$ cat config.mk
export PLATFORM = sky130hd
export DESIGN_NAME = range_sensor_poll_sequencer_unit
export DESIGN_NICKNAME = d
export VERILOG_FILES = /design/src/design/rsps_pkg.sv /design/src/design/rsps_cfg.sv /design/src/design/rsps_core.sv /design/src/design/range_sensor_poll_sequencer_unit.sv
export SDC_FILE = /design/constraint.sdc
export NUM_CORES = 1
export LEC_CHECK = 0
export ABC_CLOCK_PERIOD_IN_PS = 19300
export BUFFER_PORTS_ARGS = -buffer_cell sky130_fd_sc_hd__buf_4
export CORE_ASPECT_RATIO = 1.75
export CORE_MARGIN = 2
export CORE_UTILIZATION = 40
export CTS_CLUSTER_SIZE = 24
export DETAILED_ROUTE_END_ITERATION = 16
export GPL_TIMING_DRIVEN = 0
export PLACE_DENSITY_LB_ADDON = 0.15
export SLEW_MARGIN = 5
export SYNTH_ARGS = -nofsm -noshare
export SYNTH_HDL_FRONTEND = slang
export SYNTH_SLANG_ARGS = --single-unit
export TNS_END_PERCENT = 1
$ cat constraint.sdc
create_clock -name i_clk -period 19.3 [get_ports i_clk]
set_input_delay 0.965 -clock i_clk [delete_from_list [all_inputs] [get_ports i_clk]]
set_output_delay 0.965 -clock i_clk [all_outputs]
set_load 0.005 [all_outputs]
$ cat src/design/rsps_pkg.sv
// Package for the range sensor poll sequencer: codes, reset values and word types.
// No dependencies; imported by every module of the block.
package rsps_pkg;

    localparam logic [1:0] MODE_INIT = 2'd0;
    localparam logic [1:0] MODE_CONT = 2'd1;
    localparam logic [1:0] MODE_SHOT = 2'd2;

    localparam logic [1:0] REG_THRESHOLD = 2'd0;
    localparam logic [1:0] REG_INTERVAL  = 2'd1;
    localparam logic [1:0] REG_TIMEOUT   = 2'd2;
    localparam logic [1:0] REG_INIT_DLY  = 2'd3;

    localparam logic [15:0] RST_THRESHOLD = 16'd200;
    localparam logic [15:0] RST_INTERVAL  = 16'd20;
    localparam logic [15:0] RST_TIMEOUT   = 16'd100;
    localparam logic [15:0] RST_INIT_DLY  = 16'd50;

    localparam logic [7:0] NO_ANSWER  = 8'hFF;
    localparam logic [2:0] READY_MASK = 3'h7;
    localparam int unsigned STALE_FACTOR = 5;
    localparam logic DONE_BIT = 1'b1;

    typedef struct packed {
        logic [15:0] threshold_mm;
        logic [15:0] interval_ms;
        logic [15:0] timeout_ms;
        logic [15:0] init_delay_ms;
    } t_cfg;

    typedef struct packed {
        logic [31:0] now_ms;
        logic        init_ok;
        logic [7:0]  status_byte;
        logic [15:0] range_mm;
        logic        read_timed_out;
    } t_item;

    typedef struct packed {
        logic [1:0]  mode;
        logic        start_continuous;
        logic        start_shot;
        logic        clear_interrupt;
        logic        distance_valid;
        logic [15:0] distance_mm;
        logic        override_on;
    } t_result;

endpackage

$ cat src/design/rsps_cfg.sv
// Configuration register file of the range sensor poll sequencer.
// Depends on rsps_pkg.
module rsps_cfg
    import rsps_pkg::*;
(
    input  logic        i_clk,
    input  logic        i_rst_n,
    input  logic        i_cfg_we,
    input  logic [1:0]  i_cfg_idx,
    input  logic [15:0] i_cfg_data,
    output t_cfg        o_cfg
);

    t_cfg r_cfg;

    always_ff @(posedge i_clk) begin
        if (!i_rst_n) begin
            r_cfg.threshold_mm  <= RST_THRESHOLD;
            r_cfg.interval_ms   <= RST_INTERVAL;
            r_cfg.timeout_ms    <= RST_TIMEOUT;
            r_cfg.init_delay_ms <= RST_INIT_DLY;
        end else if (i_cfg_we) begin
            unique case (i_cfg_idx)
                REG_THRESHOLD: r_cfg.threshold_mm  <= i_cfg_data;
                REG_INTERVAL:  r_cfg.interval_ms   <= i_cfg_data;
                REG_TIMEOUT:   r_cfg.timeout_ms    <= i_cfg_data;
                REG_INIT_DLY:  r_cfg.init_delay_ms <= i_cfg_data;
                default: ;
            endcase
        end
    end

    assign o_cfg = r_cfg;

endmodule

$ cat src/design/rsps_core.sv
// Sequencer state and per-word decision logic of the range sensor poll sequencer.
// Depends on rsps_pkg.
module rsps_core
    import rsps_pkg::*;
(
    input  logic    i_clk,
    input  logic    i_rst_n,
    input  logic    i_adv,
    input  t_cfg    i_cfg,
    input  t_item   i_item,
    output t_result o_result
);

    logic [1:0]  r_mode, n_mode;
    logic        r_pending, n_pending;
    logic [31:0] r_poll_t, n_poll_t;
    logic [31:0] r_shot_t, n_shot_t;
    logic [31:0] r_read_t, n_read_t;
    logic [15:0] r_dist, n_dist;
    logic        r_held, n_held;
    logic        r_ovr, n_ovr;

    logic        go_cont, go_shot, clr, take, ready;
    logic [31:0] since_poll, since_shot, since_read;
    logic [18:0] stale_lim;

    assign ready = (i_item.status_byte != NO_ANSWER) &&
                   ((i_item.status_byte[2:0] & READY_MASK) != 3'd0);
    assign since_poll = i_item.now_ms - r_poll_t;
    assign since_shot = i_item.now_ms - r_shot_t;
    // x5 as shift and add
    assign stale_lim  = {i_cfg.timeout_ms, 2'b00} + {3'b000, i_cfg.timeout_ms};

    always_comb begin
        n_mode    = r_mode;
        n_pending = r_pending;
        n_poll_t  = r_poll_t;
        n_shot_t  = r_shot_t;
        n_read_t  = r_read_t;
        n_dist    = r_dist;
        n_held    = r_held;
        n_ovr     = r_ovr;
        go_cont   = 1'b0;
        go_shot   = 1'b0;
        clr       = 1'b0;
        take      = 1'b0;
        since_read = 32'd0;
        priority if (r_mode == MODE_INIT) begin
            if (i_item.now_ms >= {16'd0, i_cfg.init_delay_ms}) begin
                n_mode   = i_item.init_ok ? MODE_CONT : MODE_SHOT;
                go_cont  = i_item.init_ok;
                n_read_t = i_item.now_ms;
            end
        end else if (since_poll >= {16'd0, i_cfg.interval_ms}) begin
            n_poll_t = i_item.now_ms;
            priority if (r_mode == MODE_CONT) begin
                take = ready && !i_item.read_timed_out;
            end else if (!r_pending) begin
                go_shot   = 1'b1;
                n_pending = 1'b1;
                n_shot_t  = i_item.now_ms;
            end else if (ready) begin
                clr       = DONE_BIT;
                n_pending = 1'b0;
                take      = 1'b1;
            end else if (since_shot > {16'd0, i_cfg.timeout_ms}) begin
                n_pending = 1'b0;
            end
            if (take) begin
                n_dist   = i_item.range_mm;
                n_held   = 1'b1;
                n_ovr    = i_item.range_mm < i_cfg.threshold_mm;
                n_read_t = i_item.now_ms;
            end
            since_read = i_item.now_ms - n_read_t;
            if (since_read > {13'd0, stale_lim}) begin
                n_held = 1'b0;
                n_ovr  = 1'b0;
            end
        end
    end

    always_ff @(posedge i_clk) begin
        if (!i_rst_n) begin
            r_mode    <= MODE_INIT;
            r_pending <= 1'b0;
            r_poll_t  <= 32'd0;
            r_shot_t  <= 32'd0;
            r_read_t  <= 32'd0;
            r_dist    <= 16'd0;
            r_held    <= 1'b0;
            r_ovr     <= 1'b0;
        end else if (i_adv) begin
            r_mode    <= n_mode;
            r_pending <= n_pending;
            r_poll_t  <= n_poll_t;
            r_shot_t  <= n_shot_t;
            r_read_t  <= n_read_t;
            r_dist    <= n_dist;
            r_held    <= n_held;
            r_ovr     <= n_ovr;
        end
    end

    assign o_result.mode             = n_mode;
    assign o_result.start_continuous = go_cont;
    assign o_result.start_shot       = go_shot;
    assign o_result.clear_interrupt  = clr;
    assign o_result.distance_valid   = n_held;
    assign o_result.distance_mm      = n_held ? n_dist : 16'd0;
    assign o_result.override_on      = n_ovr;

endmodule

$ cat src/design/range_sensor_poll_sequencer_unit.sv
// Top level of the range sensor poll sequencer: input word register, result register.
// Depends on rsps_pkg, rsps_cfg and rsps_core.
//
// Usage:
//   Input channel (i_in_valid / o_in_stall) carries one time word: the current
//   millisecond time plus the sensor bus answers for that tick. Output channel
//   (o_out_valid / i_out_stall) returns exactly one result word per input word,
//   in order: mode, start/clear pulses and the held distance with its flags.
//   Configuration is a plain write port (i_cfg_we, i_cfg_idx, i_cfg_data):
//   0 threshold, 1 poll interval, 2 shot timeout, 3 init delay; write only
//   while no word is in flight.
// Path: an accepted word is held in the input register, then passes through
//   the decision logic into the result register, from which it can be taken.
// Throughput: one word per cycle while the output is not stalled; the sequencer
//   state updates as the word moves between the registers, so the next word sees it.
// Reset: synchronous, active low; empties both registers, config returns to
//   its defaults and the sequencer goes back to not initialised.
// Stall: while the receiver stalls a full result register, the word in the
//   input register waits; o_in_stall rises only if that register is also full.
module range_sensor_poll_sequencer_unit
    import rsps_pkg::*;
(
    input  logic        i_clk,
    input  logic        i_rst_n,
    // config write port
    input  logic        i_cfg_we,
    input  logic [1:0]  i_cfg_idx,
    input  logic [15:0] i_cfg_data,
    // input word channel
    input  logic        i_in_valid,
    output logic        o_in_stall,
    input  logic [31:0] i_now_ms,
    input  logic        i_init_ok,
    input  logic [7:0]  i_status_byte,
    input  logic [15:0] i_range_mm,
    input  logic        i_read_timed_out,
    // result word channel
    output logic        o_out_valid,
    input  logic        i_out_stall,
    output logic [1:0]  o_mode,
    output logic        o_start_continuous,
    output logic        o_start_shot,
    output logic        o_clear_interrupt,
    output logic        o_distance_valid,
    output logic [15:0] o_distance_mm,
    output logic        o_override_on
);

    t_cfg    cfg;
    t_result result;

    logic    r_in_valid;
    t_item   r_in;
    logic    r_out_valid;
    t_result r_out;

    logic    out_free;
    logic    adv;

    rsps_cfg u_cfg (
        .i_clk      (i_clk),
        .i_rst_n    (i_rst_n),
        .i_cfg_we   (i_cfg_we),
        .i_cfg_idx  (i_cfg_idx),
        .i_cfg_data (i_cfg_data),
        .o_cfg      (cfg)
    );

    // Result register can take a word when empty or being drained this cycle.
    assign out_free   = !r_out_valid || !i_out_stall;
    assign adv        = r_in_valid && out_free;
    assign o_in_stall = r_in_valid && !out_free;

    rsps_core u_core (
        .i_clk    (i_clk),
        .i_rst_n  (i_rst_n),
        .i_adv    (adv),
        .i_cfg    (cfg),
        .i_item   (r_in),
        .o_result (result)
    );

    // Input word register.
    always_ff @(posedge i_clk) begin
        if (!i_rst_n) begin
            r_in_valid <= 1'b0;
        end else if (!o_in_stall) begin
            r_in_valid <= i_in_valid;
        end
    end

    always_ff @(posedge i_clk) begin
        if (!o_in_stall && i_in_valid) begin
            r_in.now_ms         <= i_now_ms;
            r_in.init_ok        <= i_init_ok;
            r_in.status_byte    <= i_status_byte;
            r_in.range_mm       <= i_range_mm;
            r_in.read_timed_out <= i_read_timed_out;
        end
    end

    // Result word register.
    always_ff @(posedge i_clk) begin
        if (!i_rst_n) begin
            r_out_valid <= 1'b0;
        end else if (out_free) begin
            r_out_valid <= r_in_valid;
        end
    end

    always_ff @(posedge i_clk) begin
        if (adv) begin
            r_out <= result;
        end
    end

    assign o_out_valid        = r_out_valid;
    assign o_mode             = r_out.mode;
    assign o_start_continuous = r_out.start_continuous;
    assign o_start_shot       = r_out.start_shot;
    assign o_clear_interrupt  = r_out.clear_interrupt;
    assign o_distance_valid   = r_out.distance_valid;
    assign o_distance_mm      = r_out.distance_mm;
    assign o_override_on      = r_out.override_on;

endmodule

Yosys cells after proc, flatten, opt, wreduce, memory -nomap -nowiden

Index checks and enable logic that the tools add are counted.

Register bits: 264
Bits of input ports: 81
Output and inout bits: 25
Logic and storage cells: 99

Add/subtract/negate cells: 4
Order comparisons: 5
Equal/unequal tests: 6
Mux-type cells: 29
Bitwise operators: 4
Reduce and logical (&&, ||, !) cells: 25

Operators with widths:

| kind               | count |
|---|---|
| $mux 32            | 6 |
| $sub 32x32->32     | 3 |
| $ge 32x16->1       | 2 |
| $mux 16            | 3 |
| $gt 32x16->1       | 1 |
| $gt 32x19->1       | 1 |
| $add 18x16->19     | 1 |
| $mux 1             | 17 |
| $lt 16x16->1       | 1 |
| $reduce_and 2->1   | 5 |
| $ne 8x8->1 const B | 1 |
| $mux 2             | 3 |
| $reduce_and 3->1   | 2 |
| $logic_and 1x1->1  | 5 |
| $logic_not 1->1    | 5 |
| $reduce_and 5->1   | 1 |
| $eq 2x1->1 const B | 2 |
| $eq 2x2->1 const B | 2 |
| $logic_not 2->1    | 2 |
| $not 1->1          | 4 |
| $reduce_and 4->1   | 1 |
| $reduce_bool 3->1  | 1 |
| $reduce_or 3->1    | 1 |
| $ne 2x2->1 const B | 1 |
| 2 further kinds    | 2 |

Depth between registers and ports, before layout

Gate-level depths: netlist of the first run.

Depth after elaboration: 15
Depth in mapped cells: 29
Depth with buffers taken out: 27

By module

From an unflattened synthesis of the first run, not the netlist that was laid out.

Cell total of the unflattened synthesis: 2,056
Area total of the unflattened synthesis: 18,547.8 sq um

By module, submodules not included:

| module                           | times used | cells an instance | area each (sq um) | sequential area each (sq um) |
|---|---|---|---|---|
| rsps_core                        | 1          | 1,732             | 13,586.8          | 2,342.2 |
| range_sensor_poll_sequencer_unit | 1          | 89                | 2,516.2           | 2,472.4 |
| rsps_cfg                         | 1          | 235               | 2,444.8           | 1,281.2 |

Worst setup path before layout of the first run

OpenSTA, ideal clock, no wires.

Path kind: reg-to-reg
Start point: register r_in[17] (netlist bit)
End point: register r_out, in the netlist o_distance_mm[10], data pin
Setup time: 0.138 ns
Arrival: 6.088 ns
Data required time: 19.162 ns
Slack: 13.073 ns
Stages on the path, launching flop included: 26
Buffers on the path: 3
Period minus slack after synthesis: 6.227 ns
Cell sequence: edfxtp_1 -> o32a_1 -> nand2_1 -> clkbuf_1 -> mux2i_1 -> ha_1 -> clkbuf_1 -> nand2_1 -> or4_1 -> or4_1 -> o41ai_1 -> or2_2 -> a21oi_1 -> xnor2_1 -> ha_1 -> nand3_1 -> nand2_1 -> a211oi_1 -> a31oi_1 -> a2111oi_0 -> o2111ai_1 -> a2111o_1 -> and4b_1 -> o22ai_2 -> buf_2 -> nor2_1

Word-level cells in the longest chain between the ends: 15
Elaborated cells on any way between the ends: 21
Those cells by class: add/sub: 1; order compare: 1; eq/ne: 1; mux: 15; reduce/logical: 3

RTL lines:

| element                                         | line                                    | source |
|---|---|---|
| from (decl)                                     | range_sensor_poll_sequencer_unit.sv:53  | `t_item r_in;` |
| $ne 8x8->1 or $reduce_bool 3->1 (tied branches) | rsps_core.sv:27, rsps_core.sv:28        |  |
| $logic_and 1x1->1 *                             | rsps_core.sv:27                         | `assign ready = (i_item.status_byte != NO_ANSWER) &&` |
| $mux 1                                          | rsps_core.sv:62                         | `end else if (ready) begin` |
| $mux 1                                          | rsps_core.sv:58                         | `end else if (!r_pending) begin` |
| $mux 1 *                                        | rsps_core.sv:56                         | `priority if (r_mode == MODE_CONT) begin` |
| $mux 1 *                                        | rsps_core.sv:54                         | `end else if (since_poll >= {16'd0, i_cfg.interval_ms}) begin` |
| $mux 1 *                                        | rsps_core.sv:48                         | `priority if (r_mode == MODE_INIT) begin` |
| $mux 32                                         | rsps_core.sv:69                         | `if (take) begin` |
| $mux 32                                         | rsps_core.sv:54                         |  |
| $mux 32                                         | rsps_core.sv:48                         |  |
| $sub 32x32->32                                  | rsps_core.sv:75                         | `since_read = i_item.now_ms - n_read_t;` |
| $gt 32x19->1                                    | rsps_core.sv:76                         | `if (since_read > {13'd0, stale_lim}) begin` |
| $mux 1                                          | rsps_core.sv:76                         |  |
| $mux 1                                          | rsps_core.sv:54                         |  |
| $mux 1                                          | rsps_core.sv:48                         |  |
| to (signal assigned)                            | range_sensor_poll_sequencer_unit.sv:113 | `r_out <= result;` |
| to (decl)                                       | range_sensor_poll_sequencer_unit.sv:55  | `t_result r_out;` |

Every way passes the cells marked *; elsewhere a longest branch is shown, timed or not. The select of a mux whose other input is x is not followed.
A chain may end at the register's enable or synchronous reset.

Worst setup path in the final report of the first run

Start point: register r_in[17] (netlist bit)
End point: register r_out, in the netlist o_distance_mm[8], data pin

Same word-level chain as after synthesis.

==> results of run 1 <==
[routing by layer]
metal	track usage [%]	vias to the layer above	part of all wire [%]
li1	-	7671	-
met1	24.8	7264	36
met2	45.6	379	53
met3	2.37	135	3.4
met4	15.4	0	7.2
met5	0	-	0
[layout make-up]
class	instances	share of cell area, %
inverter	165	3.04
timing repair buffer	104	3.89
clock inverter	8	0.632
clock buffer	44	4.13
multi-input combinational	1555	53.2
sequential	264	29.9
tap	572	3.51
buffer	82	1.69
[final timing paths]
check	end	slack, ns	cells after the start
max	o_distance_mm[8]	10.98	24
min	u_cfg.o_cfg[7]	0.46	2
max reg2reg	o_distance_mm[8]	10.98	24
min reg2reg	u_cfg.o_cfg[7]	0.46	2
[critical path: stages (launching register included)]
cell       delay [ns]
edfxtp_1         0.43
o32a_1           0.51
nand2_1          0.63
clkbuf_1         0.68
mux2i_1          0.20
ha_1             0.31
clkbuf_1         0.29
nand2_1          0.19
or4_1            0.63
o41ai_1          0.62
or2_2            0.27
a21oi_1          0.09
xnor2_1          0.17
ha_1             0.33
nand3_1          0.09
nand2_1          0.08
a211oi_1         0.26
a31oi_1          0.22
a2111oi_0        0.40
o2111ai_1        0.21
a2111o_1         0.41
and4b_1          0.46
o22ai_2          0.23
buf_2            0.28
nor2_1           0.14
[cells in the final DEF (no fill, tap or decap), types with 12 or more instances in the layout]
| cell | instances |
|---|---|
| nand2_1 | 219 |
| nor2_1 | 198 |
| ha_1 | 187 |
| dfxtp_1 | 183 |
| a21oi_1 | 175 |
| mux2i_1 | 165 |
| inv_1 | 163 |
| buf_4 | 109 |
| o21ai_0 | 81 |
| edfxtp_1 | 81 |
| clkbuf_1 | 72 |
| xnor2_1 | 51 |
| a21o_1 | 47 |
| nor3_1 | 34 |
| nand3_1 | 32 |
| clkbuf_16 | 30 |
| nand4_1 | 28 |
| o211ai_1 | 27 |
| xor2_1 | 26 |
| o21a_1 | 22 |
| a211oi_1 | 20 |
| nand2b_1 | 19 |
| and3_1 | 15 |
| a31oi_1 | 15 |
| nor2b_1 | 13 |
| o21bai_1 | 12 |
[cells by family after synthesis]
| group | Yosys count | share of synthesized area [%] |
|---|---|---|
| compound gates | 501 | 18.4 |
| xor+xnor | 77 | 3.77 |
| fa+ha+maj | 190 | 13.4 |
| buf+inv | 247 | 5.39 |
| flops | 264 | 34.1 |
| mux | 166 | 9.29 |
| simple gates | 621 | 15.7 |
[power breakdown]
group / switching [mW] / internal, mW
Sequential: 0.0271 / 0.594
Clock: 0.237 / 0.341
Combinational: 0.204 / 0.139
[through the flow]
step                cell area (µm²)  worst slack, ns  hold WS [ns]  total power [mW]  util (%)
floorplan                     17900            13.07         0.436             0.861         -
global placement              19400            11.25         0.444             0.968      43.9
detailed placement            19400            11.23         0.449             0.974      44.0
CTS                           20400            11.13         0.457              1.56      46.2
global route                  20400            10.61         0.473              1.62      46.2
finish                        20400            10.98         0.456              1.54      46.2
[sequential cells by signal, indices dropped and copies added, names as in the netlist, 2 cells and up]
signal,cells
u_core.r_shot_t,32
r_in,58
o_mode,2
u_cfg.o_cfg,64
u_core.r_read_t,32
o_distance_mm,16
u_core.r_dist,16
u_core.r_mode,2
u_core.r_poll_t,32
==> out/metrics.csv, run 1 <==
stage,metric,value,unit
sta,fin_crit_sh,43.1,%
yosys,syn-num-nets,2337,
yosys,synth_edf_count,81,
setup_path,path_max_fanout,10,
clock_network,htreeDepth,1,
setup_path,critPathCaptureType,register,
worst_hold_path,hp-start,u_cfg.o_cfg[7],
global_route,grt_pass1_vias,15300,
clock_network,cts_tree,yes,
setup_path,path_class,register to register,
floorplan,fp.coreArea,0.0442,mm²
worst_hold_path,hp-class,register to register,
floorplan,die_area,0.0465,mm²
placed_design,routabilityCongestion,0.915,
setup_path,cp-startpoint,r_in[17],
placed_design,dp_cells,2742,
detailed_routing,routedWlPerCell,20.4,µm
sta,drv_slew,0,
yosys,ys.flop_type,dfxtp_1,
detailed_routing,drcViolationCount,0,
sta,final-setup-viol-count,0,
yosys,synthTopCellsByCount,"nand2_1, nor2_1, ha_1",
floorplan,fp-row-count,102,
yosys,ys_top_cells_by_area,"dfxtp_1, edfxtp_1, ha_1",
sta,period_minus_slack,8.32,ns
clock_network,clock_path_buffers,3,
finish,finalNonFillerCells,2794,
pwr,pwr_density_cell,75.6,mW/mm²
global_route,grt_pass1_wl,85900,µm
detailed_routing,drt_iter0_drc,675,
clock_network,cts_buffers,28,
flow_run,maxCapViolCount,0,
yosys,ys_types,86,
finish,antennaDiodeCount,0,
yosys,ys_seq_area_share,34.1,%
sta,clock_skew,0.0178,ns
clock_network,clkTransAtPathRegs,0.06,ns
floorplan,die_h,284,µm
pwr,peakVddDrop,71.1,µV
global_route,overflow,0,
outcome,outcome,completed,
sta,relSlewSlack,20.8,%
yosys,yosysWarnings,0,
global_route,grt_start_max_net_pins,34,
clock_network,post_cts_resized,0,
yosys,netlist_instances,2066,
detailed_routing,avgViaCountPerCell,5.53,
yosys,synth_most_common_cell,nand2_1,
global_route,antenna_found_initial,0,
detailed_routing,ant_nets,0,
yosys,netlist_area,0.0179,mm²
finish,nNetsFinal,2471,
floorplan,die_x,164,µm
yosys,yosysTopAreaCell,dfxtp_1,
setup_path,reg2reg_from,r_in[17],
yosys,ys_ff_latch,264,
yosys,synth-async-reset-ratio,0,%
clock_network,clk_latency,0.58,ns
finish,n_fill_cell,4449,
detailed_routing,vias,15400,
finish,layout-drive-gt1-share,8.64,%
finish,area_growth_syn_to_layout,13.9,%
detailed_routing,drtPass1Iterations,5,
floorplan,num_io_pins,106,
detailed_routing,routed_wl,57000,µm
setup_path,worst_ep_arrival_time,8.75,ns
global_route,track_usage,24.1,%
floorplan,start_util,40.5,%
placed_design,place_hpwl,46300,µm
sta,hold_viol_final,0,
setup_path,startpoint_type,register,
sta,worst_pin_slew,1.19,ns
sta,setup-tns-final,0,ns
finish,multi_input_area,0.0109,mm²
setup_path,worstPathRequired,19.73,ns
pwr,p_leak,8.36,nW
placed_design,portBuffers,103,
sta,rsz0062_at_grt,no,
sta,clock.fmax,120,MHz
clock_network,cts_hold_buf,0,
yosys,synth_area_per_cell,8.66,µm²
clock_network,post_cts_buffers,0,
clock_network,cts_root_buf,clkbuf_16,
yosys,yosysTopAreaCellShare,20.5,%
finish,register_area,0.00610,mm²
clock_network,cts_sinks,264,
Power figures use the tool's default switching activity.
==> run 2, diff against run 1 <==
ABC_CLOCK_PERIOD_IN_PS = 7900   (was 19300)
clock period = 7.9 ns   (was 19.3 ns; I/O delays follow)
==> out/metrics.csv, run 2 (synthesis results as in run 1) <==
stage,metric,value,unit,change
setup_path,worst_ep_arrival_time,7.92,ns,was 8.75 ns
floorplan,die_area,0.0465,mm²,unchanged
worst_hold_path,whs_path_depth,3,,was 2
setup_path,max_stage_delay,0.64,ns,was 0.68 ns
detailed_routing,vias,15700,,was 15.4k
placed_design,portBuffers,103,,unchanged
sta,setup-tns-final,0,ns,unchanged
floorplan,fp.coreArea,0.0442,mm²,unchanged
sta,relSlewSlack,20.1,%,was 20.8%
setup_path,critPathCaptureType,register,,unchanged
detailed_routing,drcViolationCount,0,,unchanged
clock_network,cts_buffers,28,,unchanged
sta,drv_slew,0,,unchanged
placed_design,dp_slack,-0.172,ns,was 11.23 ns
clock_network,clk_latency,0.57,ns,was 0.58 ns
setup_path,timing.reg2reg.setup_slack,0.40,ns,was 10.98 ns
flow_run,maxCapViolCount,0,,unchanged
setup_path,path_class,register to register,,unchanged
floorplan,start_util,40.5,%,unchanged
finish,final_cell_mix,"nand2_1, nor2_1, ha_1, dfxtp_1, a21oi_1",,unchanged
pwr,p_leak,8.62,nW,was 8.36 nW
clock_network,post_cts_buffers,0,,unchanged
pwr,peakVddDrop,175,µV,was 71.1 µV
setup_path,cp-endpoint,o_distance_mm[8],,unchanged
setup_path,startpoint_type,register,,unchanged
outcome,outcome,completed,,unchanged
clock_network,clock_path_buffers,3,,unchanged
sta,clock_skew,0.0120,ns,was 0.0178 ns
sta,period_minus_slack,7.50,ns,was 8.32 ns
clock_network,cts_root_buf,clkbuf_16,,unchanged
finish,layout-drive-gt1-share,8.73,%,was 8.64%
global_route,grt_pass1_wl,86800,µm,was 85900 µm
floorplan,die_x,164,µm,unchanged
detailed_routing,avgViaCountPerCell,5.49,,was 5.53
sta,clock.fmax,133,MHz,was 120 MHz
detailed_routing,drtPass1Iterations,5,,unchanged
finish,nNetsFinal,2529,,was 2471
sta,worst_pin_slew,1.20,ns,was 1.19 ns
sta,hold_viol_final,0,,unchanged
finish,final_util,47.6,%,was 46.2%
setup_path,path_max_fanout,10,,unchanged
detailed_routing,routedWlPerCell,20.2,µm,was 20.4 µm
worst_hold_path,hp-class,input port to register,,was register to register
sta,finalWorstSetupSlack,0.397,ns,was 10.98 ns
global_route,overflow,0,,unchanged
finish,area_growth_syn_to_layout,17.3,%,was 13.9%
sta,final-setup-viol-count,0,,unchanged
floorplan,die_h,284,µm,unchanged
global_route,track_usage,24.3,%,was 24.1%
clock_network,cts_tree,yes,,unchanged
detailed_routing,drt_iter0_drc,662,,was 675
clock_network,clkTransAtPathRegs,0.06,ns,about the same
setup_path,cp-startpoint,r_in[18],,was r_in[17]
clock_network,htreeDepth,1,,unchanged
floorplan,num_io_pins,106,,unchanged
global_route,antenna_found_initial,0,,unchanged
finish,antennaDiodeCount,0,,unchanged
setup_path,critPathSlowestCell,or4_1,,was clkbuf_1
setup_path,r2r_cells,25,,was 24
finish,largest_reg_flops,64,,unchanged
sta,hold-worst-slack,0.0510,ns,was 0.456 ns
pwr,total_power,3.79,mW,was 1.54 mW
setup_path,reg2reg_from,r_in[18],,was r_in[17]
global_route,grt_start_max_net_pins,34,,unchanged
clock_network,cts_sinks,264,,unchanged
sta,rsz0062_at_grt,no,,unchanged
floorplan,fp-row-count,102,,unchanged
global_route,grt_pass1_vias,15600,,was 15.3k
detailed_routing,ant_nets,0,,unchanged
detailed_routing,routed_wl,57500,µm,was 57000 µm
pwr,pwr_density_cell,181,mW/mm²,was 75.6 mW/mm²
setup_path,r2r-end,o_distance_mm[8],,unchanged
placed_design,routabilityCongestion,0.915,,unchanged
sta,fin_crit_sh,95.0,%,was 43.1%
placed_design,place_hpwl,46300,µm,unchanged
finish,final_common_cell,nand2_1,,unchanged
setup_path,worstPathRequired,8.32,ns,was 19.73 ns
-- run 2: cell count changes in the layout (fill, tap and decap cells not counted) --
cell | previous run | this run
o41ai_1 | 1 | 0
clkbuf_2 | 3 | 6
clkbuf_1 | 72 | 69
nand2_1 | 219 | 218
nand2_4 | 0 | 1
dlygate4sd3_1 | 0 | 58
o41ai_2 | 0 | 1
o32a_2 | 0 | 1
nor3b_2 | 1 | 2
o32a_1 | 3 | 2
nor3b_1 | 5 | 4
-- run 2: final cells by class --
cell class / count / area [µm²]
timing repair buffer: 162 / 1370
inverter: 165 / 619
tap: 572 / 716
multi-input combinational: 1555 / 10900
fill: 4393 / 23200
clock buffer: 44 / 843
buffer: 82 / 349
clock inverter: 8 / 129
sequential: 264 / 6100
-- run 2: power by group --
group | internal (mW) | switching [mW] | leakage, nW
clock network | 0.833 | 0.580 | 0.473
logic | 0.359 | 0.505 | 5.88
registers | 1.45 | 0.0663 | 2.27
total | 2.64 | 1.15 | 8.62
-- run 2: how the worst min path moves through the flow --
stage                 endpoint  slack, ns            start
3_5_place_dp    u_cfg.o_cfg[7]       0.45   u_cfg.o_cfg[7]
2_1_floorplan  u_cfg.o_cfg[10]       0.44  u_cfg.o_cfg[10]
5_1_grt             r_in_valid       0.05       i_in_valid
6_report            r_in_valid       0.05       i_in_valid
4_1_cts             r_in_valid       0.02       i_in_valid
3_3_place_gp    u_cfg.o_cfg[7]       0.44   u_cfg.o_cfg[7]
-- run 2: layer usage --
layer  track usage (%)  up-vias  wire length [µm]
met3              2.19      138              1720
met1              25.0     7392             21000
met4              15.3        0              4130
met5                 0        -                 0
li1                  -     7786                 -
met2              46.2      345             30700
-- run 2: repair_timing --
item,in CTS,in global routing
setup endpoints to repair,15,11
cloned,0,0
gates resized for setup,4,4
hold buffers,58,0
hold endpoints to repair,58,0
-- run 2: critical path, delay by kind of cell, from the launching register on --
kind	cells	cell delay (ns)
simple gates	9	2.53
xor+xnor	1	0.17
flops	1	0.45
mux	1	0.15
buf+inv	3	0.97
compound gates	9	2.41
fa+ha+maj	2	0.63
-- run 2: metrics by stage --
step | instances | cell area (µm²)
after global placement | 2741 | 19400
final | 2852 | 21000
after detailed placement | 2742 | 19400
after global routing | 2852 | 21000
after CTS | 2852 | 21000
after floorplan | 2066 | 17900
